## config.mk

```make
export PLATFORM = sky130hd
export DESIGN_NAME = afe_front
export DESIGN_NICKNAME = d
export VERILOG_FILES = /design/src/design/afe_pkg.sv /design/src/design/afe_front.sv
export SDC_FILE = /design/constraint.sdc
export NUM_CORES = 1
export LEC_CHECK = 0
export ABC_AREA = 1
export BUFFER_PORTS_ARGS = -buffer_cell sky130_fd_sc_hd__buf_2
export CAP_MARGIN = 30
export CORE_ASPECT_RATIO = 2
export CORE_MARGIN = 2
export CORE_UTILIZATION = 30
export CTS_BUF_LIST = sky130_fd_sc_hd__clkbuf_4
export CTS_CLUSTER_DIAMETER = 80
export CTS_CLUSTER_SIZE = 40
export DETAILED_ROUTE_END_ITERATION = 8
export PLACE_DENSITY = 0.47
export REMOVE_ABC_BUFFERS = 1
export SYNTH_ARGS = -nofsm -noshare
export SYNTH_HDL_FRONTEND = slang
export SYNTH_SLANG_ARGS = --single-unit
```

## constraint.sdc

```tcl
create_clock -name clock -period 10.5 [get_ports clock]
set_input_delay 0.525 -clock clock [delete_from_list [all_inputs] [get_ports clock]]
set_output_delay 0.525 -clock clock [all_outputs]
set_load 0.02 [all_outputs]
```

## src/design/afe_pkg.sv

```systemverilog
// ----------------------------------------------------------------------------
// afe_pkg
// Types, constants and saturating helpers shared by the field expansion block.
// ----------------------------------------------------------------------------
`default_nettype none

package afe_pkg;

   localparam logic KIND_LOAD = 1'b0;
   localparam logic KIND_EVAL = 1'b1;

   localparam logic [1:0] CSR_ORIGIN  = 2'd0;
   localparam logic [1:0] CSR_INVSTEP = 2'd1;
   localparam logic [1:0] CSR_ORDER   = 2'd2;
   localparam logic [1:0] CSR_NODES   = 2'd3;

   localparam logic signed [63:0] WIDE_MAX = 64'sh7FFF_FFFF_FFFF_FFFF;

   localparam logic signed [9:0] STENCIL [6][7] = '{
      '{-10'sd1,   10'sd9,  -10'sd45,  10'sd0,   10'sd45, -10'sd9,  10'sd1},
      '{ 10'sd2,  -10'sd27,  10'sd270, -10'sd490, 10'sd270, -10'sd27, 10'sd2},
      '{ 10'sd1,  -10'sd8,   10'sd13,  10'sd0,  -10'sd13,  10'sd8, -10'sd1},
      '{-10'sd1,   10'sd12, -10'sd39,  10'sd56, -10'sd39,  10'sd12, -10'sd1},
      '{-10'sd1,   10'sd4,  -10'sd5,   10'sd0,   10'sd5,  -10'sd4,  10'sd1},
      '{ 10'sd1,  -10'sd6,   10'sd15, -10'sd20,  10'sd15, -10'sd6,  10'sd1}
   };
   localparam logic [11:0] STENCIL_DEN [6] = '{12'd60, 12'd180, 12'd8, 12'd6, 12'd2, 12'd1};
   localparam logic [11:0] SERIES_DIV [6] = '{12'd2, 12'd4, 12'd16, 12'd64, 12'd384, 12'd2304};
   localparam logic NEG_TERM [6] = '{1'b1, 1'b1, 1'b0, 1'b0, 1'b1, 1'b1};

   typedef struct packed {
      logic               kind;
      logic [9:0]         sample_index;
      logic signed [31:0] sample_value;
      logic signed [31:0] axial_pos;
      logic signed [31:0] radial_pos;
   } item_type;

   typedef struct packed {
      logic signed [31:0] origin;
      logic [31:0]        inv_step;
      logic [2:0]         order;
      logic [10:0]        nodes;
   } cfg_type;

   typedef struct packed {
      logic               flag;
      logic signed [63:0] val;
   } sat_type;

   typedef struct packed {
      logic               flag;
      logic signed [31:0] val;
   } clip_type;

   typedef enum logic [3:0] {
      B_IDLE, B_POS, B_CELL, B_READ, B_IP, B_IPW, B_K0,
      B_ST, B_STW, B_DENW, B_SC, B_SCW, B_SDW, B_FIN
   } back_state_type;

   function automatic sat_type add_sat(input logic signed [63:0] a,
                                       input logic signed [63:0] b);
      logic signed [64:0] s;
      sat_type            res;
      s = 65'(a) + 65'(b);
      res.flag = 1'b0;
      res.val  = s[63:0];
      if (s > 65'(WIDE_MAX)) begin
         res.flag = 1'b1;
         res.val  = WIDE_MAX;
      end else if (s < -65'(WIDE_MAX)) begin
         res.flag = 1'b1;
         res.val  = -WIDE_MAX;
      end
      return res;
   endfunction

   function automatic clip_type clip32(input logic signed [63:0] v);
      clip_type res;
      res.flag = 1'b0;
      res.val  = v[31:0];
      if (v > 64'sd2147483647) begin
         res.flag = 1'b1;
         res.val  = 32'sh7FFF_FFFF;
      end else if (v < -64'sd2147483648) begin
         res.flag = 1'b1;
         res.val  = 32'sh8000_0000;
      end
      return res;
   endfunction

endpackage

`default_nettype wire

```

## src/design/afe_front.sv

```systemverilog
// ----------------------------------------------------------------------------
// afe_front
// Accepts request words into a two-entry queue for the back end.
// ----------------------------------------------------------------------------
`default_nettype none

module afe_front (
   input  wire logic              clock,
   input  wire logic              reset,
   input  wire logic              req_valid,
   output logic                   req_stall,
   input  wire afe_pkg::item_type req_item,
   output logic                   head_valid,
   output afe_pkg::item_type      head,
   input  wire logic              pop
);

   afe_pkg::item_type q_ff [2];
   logic       wr_ptr_ff, rd_ptr_ff;
   logic [1:0] count_ff;
   logic       push;

   assign req_stall  = (count_ff == 2'd2);
   assign push       = req_valid && !req_stall;
   assign head_valid = (count_ff != 2'd0);
   assign head       = q_ff[rd_ptr_ff];

   always_ff @(posedge clock) begin
      if (reset) begin
         wr_ptr_ff <= 1'b0;
         rd_ptr_ff <= 1'b0;
         count_ff  <= 2'd0;
      end else begin
         if (push) begin
            wr_ptr_ff <= !wr_ptr_ff;
         end
         if (pop) begin
            rd_ptr_ff <= !rd_ptr_ff;
         end
         count_ff <= count_ff + 2'(push) - 2'(pop);
      end
   end

   always_ff @(posedge clock) begin
      if (push) begin
         q_ff[wr_ptr_ff] <= req_item;
      end
   end

endmodule

`default_nettype wire

```

==> Yosys cells after proc, flatten, opt, wreduce, memory -nomap -nowiden <==
Memories as Yosys holds them, arrays and structs flattened. A register that Yosys moved wholly into a read port is not among the register bits.
Cells that the tools add are included.
{ "totals": {"wordCells": 16, "ff_bits": 4, "n_memories": 1, "mem_bits_rw": 214, "input_bits": 111, "output_inout_bits": 109} }
{ "op_classes": {"eq_ne": 1, "addsub": 2, "n_reduce_logical": 5, "n_mux": 4} }
{ "mem_list": {"columns": ["memory", "depth", "width", "rd", "rd_clocked_by_memory_dff", "wr", "line", "text"], "rows": [
  ["q_ff", 2, 107, 1, 1, 1, "afe_front.sv:18", "afe_pkg::item_type q_ff [2];"]
]} }
{ "ops": {"columns": ["operator", "count"], "rows": [
  ["$mux W1", 4],
  ["$logic_not A1 Y1", 3],
  ["$add A2 B1 Y2", 1],
  ["$eq A2 B2 Y1 const B", 1],
  ["$reduce_bool A2 Y1", 1],
  ["$sub A2 B1 Y2", 1],
  ["$logic_and A1 B1 Y1", 1]
]} }

==> Logic depth before layout (Yosys ltp) <==
{ "logic_depth": {"word_depth": 5, "depth_mapped": 11, "ltp_nobuf": 11} }

==> Worst setup path before layout <==
OpenSTA, ideal clock, no wires.
{ "synth_timing": {"path_type": "input port to flip-flop", "startpoint": "in req_valid", "endpoint": "mem q_ff[0][0] (netlist bit), enable pin", "required_ns": 9.927, "cell_stages": 2, "path_buffers": 0, "setup_slack_ns": 4.882, "arrival_ns": 5.044, "setup_ns": 0.573, "cell_sequence": "nand2_1 -> nor2_1"} }
{ "synth_between": {"elab_chain_cells": 3} }
{ "synth_lines": {"columns": ["item", "line", "text"], "rows": [
  ["start: declaration", "afe_front.sv:10", "input wire logic req_valid,"],
  ["$logic_and A1 B1 Y1", "afe_front.sv:24", "assign push = req_valid && !req_stall;"],
  ["$mux W1", "afe_front.sv:45", "if (push) begin"],
  ["$mux W1 (not written as such)", "afe_front.sv:46", "q_ff[wr_ptr_ff] <= req_item;"],
  ["end: declaration", "afe_front.sv:18", null]
]} }
Every way passes these cells.

==> results.rst <==
.. list-table::
   :header-rows: 1

   * - Metric
     - Value
   * - Gate family responsible for the most delay along the worst path
     - buffers and inverters
   * - P_int
     - 1.24 mW
   * - Endpoint type of the worst setup path
     - primary output
   * - Combined area of all synthesized cells
     - 8070 µm²
   * - Number of post-CTS setup repair buffers
     - 0
   * - Area of the core region
     - 26400 µm²
   * - Largest net degree at the start of global routing
     - 59
   * - Met3 track utilization from global routing
     - 0.0176
   * - Post-cts sizing count
     - 0
   * - Overall die area
     - 28300 µm²
   * - Met2 routing resource usage after global routing
     - 0.248
   * - Layout net count
     - 808
   * - Die Span X
     - 120 µm
   * - Quantity of hold-fixing buffers added after cts
     - 106
   * - Setup-failing EPs final
     - 0
   * - Outcome
     - completed
   * - Worst-Margin Slew
     - 0.879 ns
   * - Max FO, Critical Path
     - 58
   * - Total of flip-flops plus latches after synthesis
     - 219
   * - Ranking of synthesized cells by area
     - sky130_fd_sc_hd__edfxtp_1 (80%), sky130_fd_sc_hd__mux2_2 (11%), sky130_fd_sc_hd__mux2_4 (5.6%), sky130_fd_sc_hd__dfxtp_1 (1.2%), sky130_fd_sc_hd__buf_6 (0.70%)
   * - Master of the slowest instance on the critical path
     - sky130_fd_sc_hd__dfxtp_4
   * - Initial DRT Pass Iterations
     - 4
   * - Number of global-route vias before repair
     - 4943
   * - HPWL after detailed placement
     - 11.9 mm
   * - Overall global routing resource usage
     - 0.122
   * - Fraction of layout cells with a size suffix above 1
     - 0.494
   * - Largest area contributor in the netlist
     - sky130_fd_sc_hd__edfxtp_1
   * - Unrepaired setup endpoints after global routing
     - no
   * - Number of vias per cell
     - 4.25
   * - Post-synthesis average cell area
     - 22.0 µm²
   * - Terminus of the critical flop-to-flop path
     - q_ff[0][90]$_DFFE_PP_
   * - Sequential area share after synthesis
     - 0.809
   * - Deepest level of the CTS H-tree
     - 1
   * - Kind of start point of the critical path
     - flop
   * - Register share of total power
     - 0.634
   * - Aggregate negative setup slack
     - 0 ns
   * - Number of input and output port buffers inserted
     - 219
   * - Number of cells on the worst reg-to-reg path
     - 6
   * - Share of the synthesized area in the top cell type
     - 0.797
   * - Required time at the endpoint of the critical path
     - 9.98 ns
   * - Count of final hold-check violations
     - 0
   * - Drt drc
     - 0
   * - Worst slack at placement
     - 7.65 ns
   * - I/O pin count
     - 220
   * - Critical path endpoint
     - head[67]
   * - Later-pin clock latency in the skew report
     - 0.68 ns
   * - Worst endpoint data arrival time
     - 3.01 ns
   * - Yosys Warn Count
     - 0
   * - Max-slew violation total from the final report
     - 0
   * - Power Density
     - 158 nW/µm²
   * - Fraction of power consumed by combinational cells
     - 0.199
   * - CTS Root Buffer Type
     - sky130_fd_sc_hd__clkbuf_4
   * - F_max
     - 0.283 GHz
   * - Final cycle utilization of the critical path
     - 0.337
   * - Critical path, cell by cell
     - buf_4, mux2_2, buf_2
   * - Net load switching power
     - 0.451 mW
   * - Clk network pwr share
     - 0.167
   * - Minimum setup slack in the final design
     - 6.96 ns
   * - Total congestion overflow after global routing
     - 0
   * - Global-route track usage on met1
     - 0.117
   * - Drt first-iter violations
     - 231
   * - Cell Rows
     - 84
   * - Die Y-Extent
     - 236 µm
   * - Kind of path behind the tightest hold check
     - input port to flop
   * - Clock Tree Buf Depth
     - 3
   * - Initial core utilization
     - 0.306
   * - Layout area overhead
     - 32.9%
   * - Routed len/inst
     - 17.0 µm
   * - Leak pwr
     - 4.03 nW
   * - Final worst clock skew
     - 0.0331 ns
   * - Tmin final
     - 3.54 ns
   * - Number of antenna violations at the first check in global routing
     - 5
   * - Layer carrying the most global-route usage
     - met2
   * - Remaining max-slew budget at the tightest pin
     - 0.414
   * - Worst ir drop on vdd
     - 0.151 mV
   * - Net switching fraction of the power
     - 0.267
   * - DRT Wirelength
     - 17.8 mm
   * - Via count
     - 4441
   * - Number of distinct library cells after synthesis
     - 13
   * - Max-cap violation count
     - 0
   * - Util after Layout
     - 0.407
   * - Gp weighted congestion
     - 0.724
   * - Kind of critical path
     - flop to primary output
   * - Buffering stage count on the worst path with inverters included
     - 2
   * - Instance count of the mapped netlist
     - 366
   * - CTS Sinks
     - 219
   * - Number of buffers created by CTS
     - 9
   * - Clock tree from TritonCTS
     - yes
   * - Worst path max stage delay
     - 0.92 ns
   * - Crit path depth
     - 3
   * - Reg2Reg Launch Point
     - count_ff[0]$_SDFF_PP0_
   * - First-pass GRT wire length
     - 26.3 mm
   * - R2R setup slack
     - 7.91 ns
   * - Final antenna-violating net count
     - 0
   * - Clock-pin slew of the registers on the worst-case setup and hold paths
     - 0.34 ns
   * - Fillcell total
     - 2446
synth_stat cells (all sizes together):
cell	number
mux2	107
xnor2	1
nor2	6
inv	8
a21oi	2
buf	12
edfxtp	214
nand3	2
dfxtp	5
ha	2
nand2	7
cells in the final DEF, fill, tap and decap left out, types with 5 or more instances in the layout:
master	netlist	routed
sky130_fd_sc_hd__inv_1	8	7
sky130_fd_sc_hd__buf_2	7	219
sky130_fd_sc_hd__mux2_2	77	77
sky130_fd_sc_hd__mux2_4	30	30
sky130_fd_sc_hd__edfxtp_1	214	214
sky130_fd_sc_hd__nor2_1	6	5
sky130_fd_sc_hd__clkbuf_4	0	9
sky130_fd_sc_hd__dlygate4sd3_1	0	107
sky130_fd_sc_hd__nand2_1	7	7
logic make-up after synthesis:
kind of cell	share of synthesized area
simple gates	0.00729
flops	0.809
mux	0.163
fa+ha+maj	0.00310
compound gates	0.00124
xor+xnor	0.00109
buf+inv	0.0150
metal layers:
layer | part of all wire | vias to the layer above
li1 | - | 2080
met1 | 0.35 | 2202
met4 | 0.028 | 2
met3 | 0.040 | 29
met5 | 0.00062 | -
met2 | 0.58 | 128
final cells by class:
class | count | area [µm²] | area share
Inverter | 8 | 32.5 | 0.00303
Antenna cell | 4 | 10.0 | 0.000933
Sequential cell | 219 | 6530 | 0.609
Timing Repair Buffer | 330 | 2200 | 0.205
Clock buffer | 9 | 67.6 | 0.00630
Tap cell | 344 | 430 | 0.0401
Multi-Input combinational cell | 127 | 1430 | 0.133
Clock inverter | 3 | 28.8 | 0.00268
state kept, by name, indices dropped and copies added (netlist names), named ones only:
name	flops
q_ff	214
count_ff	2
rd_ptr_ff	1
wr_ptr_ff	1
how the worst min path moves through the flow:
stage	endpoint	depth (start not counted)	startpoint	slack (ns)
after floorplan	wr_ptr_ff$_SDFFE_PP0P_	2	wr_ptr_ff$_SDFFE_PP0P_	0.47
after global routing	q_ff[0][90]$_DFFE_PP_	1	req_item[90]	0.005
after detailed placement	flop	2	rd_ptr_ff$_SDFFE_PP0P_	0.53
after global placement	rd_ptr_ff$_SDFFE_PP0P_	2	rd_ptr_ff$_SDFFE_PP0P_	0.50
final	q_ff[0][90]$_DFFE_PP_	1	req_item[90]	0.07
after CTS	q_ff[1][40]$_DFFE_PP_	1	req_item[40]	0.004
power groups by stage:
stage	combinational, mW	clock, mW	sequential [mW]
4_1_cts	0.344	0.304	1.07
3_3_place_gp	0.306	0	1.09
6_report	0.336	0.282	1.07
3_5_place_dp	0.310	0	1.09
5_1_grt	0.360	0.326	1.08
2_1_floorplan	0.194	0	1.10
metrics by stage:
stage | hold slack [ns] | area, µm² | cells | power, mW
6_report | 0.0745 | 10700 | 1044 | 1.69
5_1_grt | 0.00479 | 10700 | 1044 | 1.77
4_1_cts | 0.00416 | 10700 | 1039 | 1.72
3_5_place_dp | 0.525 | 9550 | 921 | 1.40
3_3_place_gp | 0.502 | 9550 | 921 | 1.40
2_1_floorplan | 0.475 | 7980 | 354 | 1.29
(Power assumes the default switching activity.)
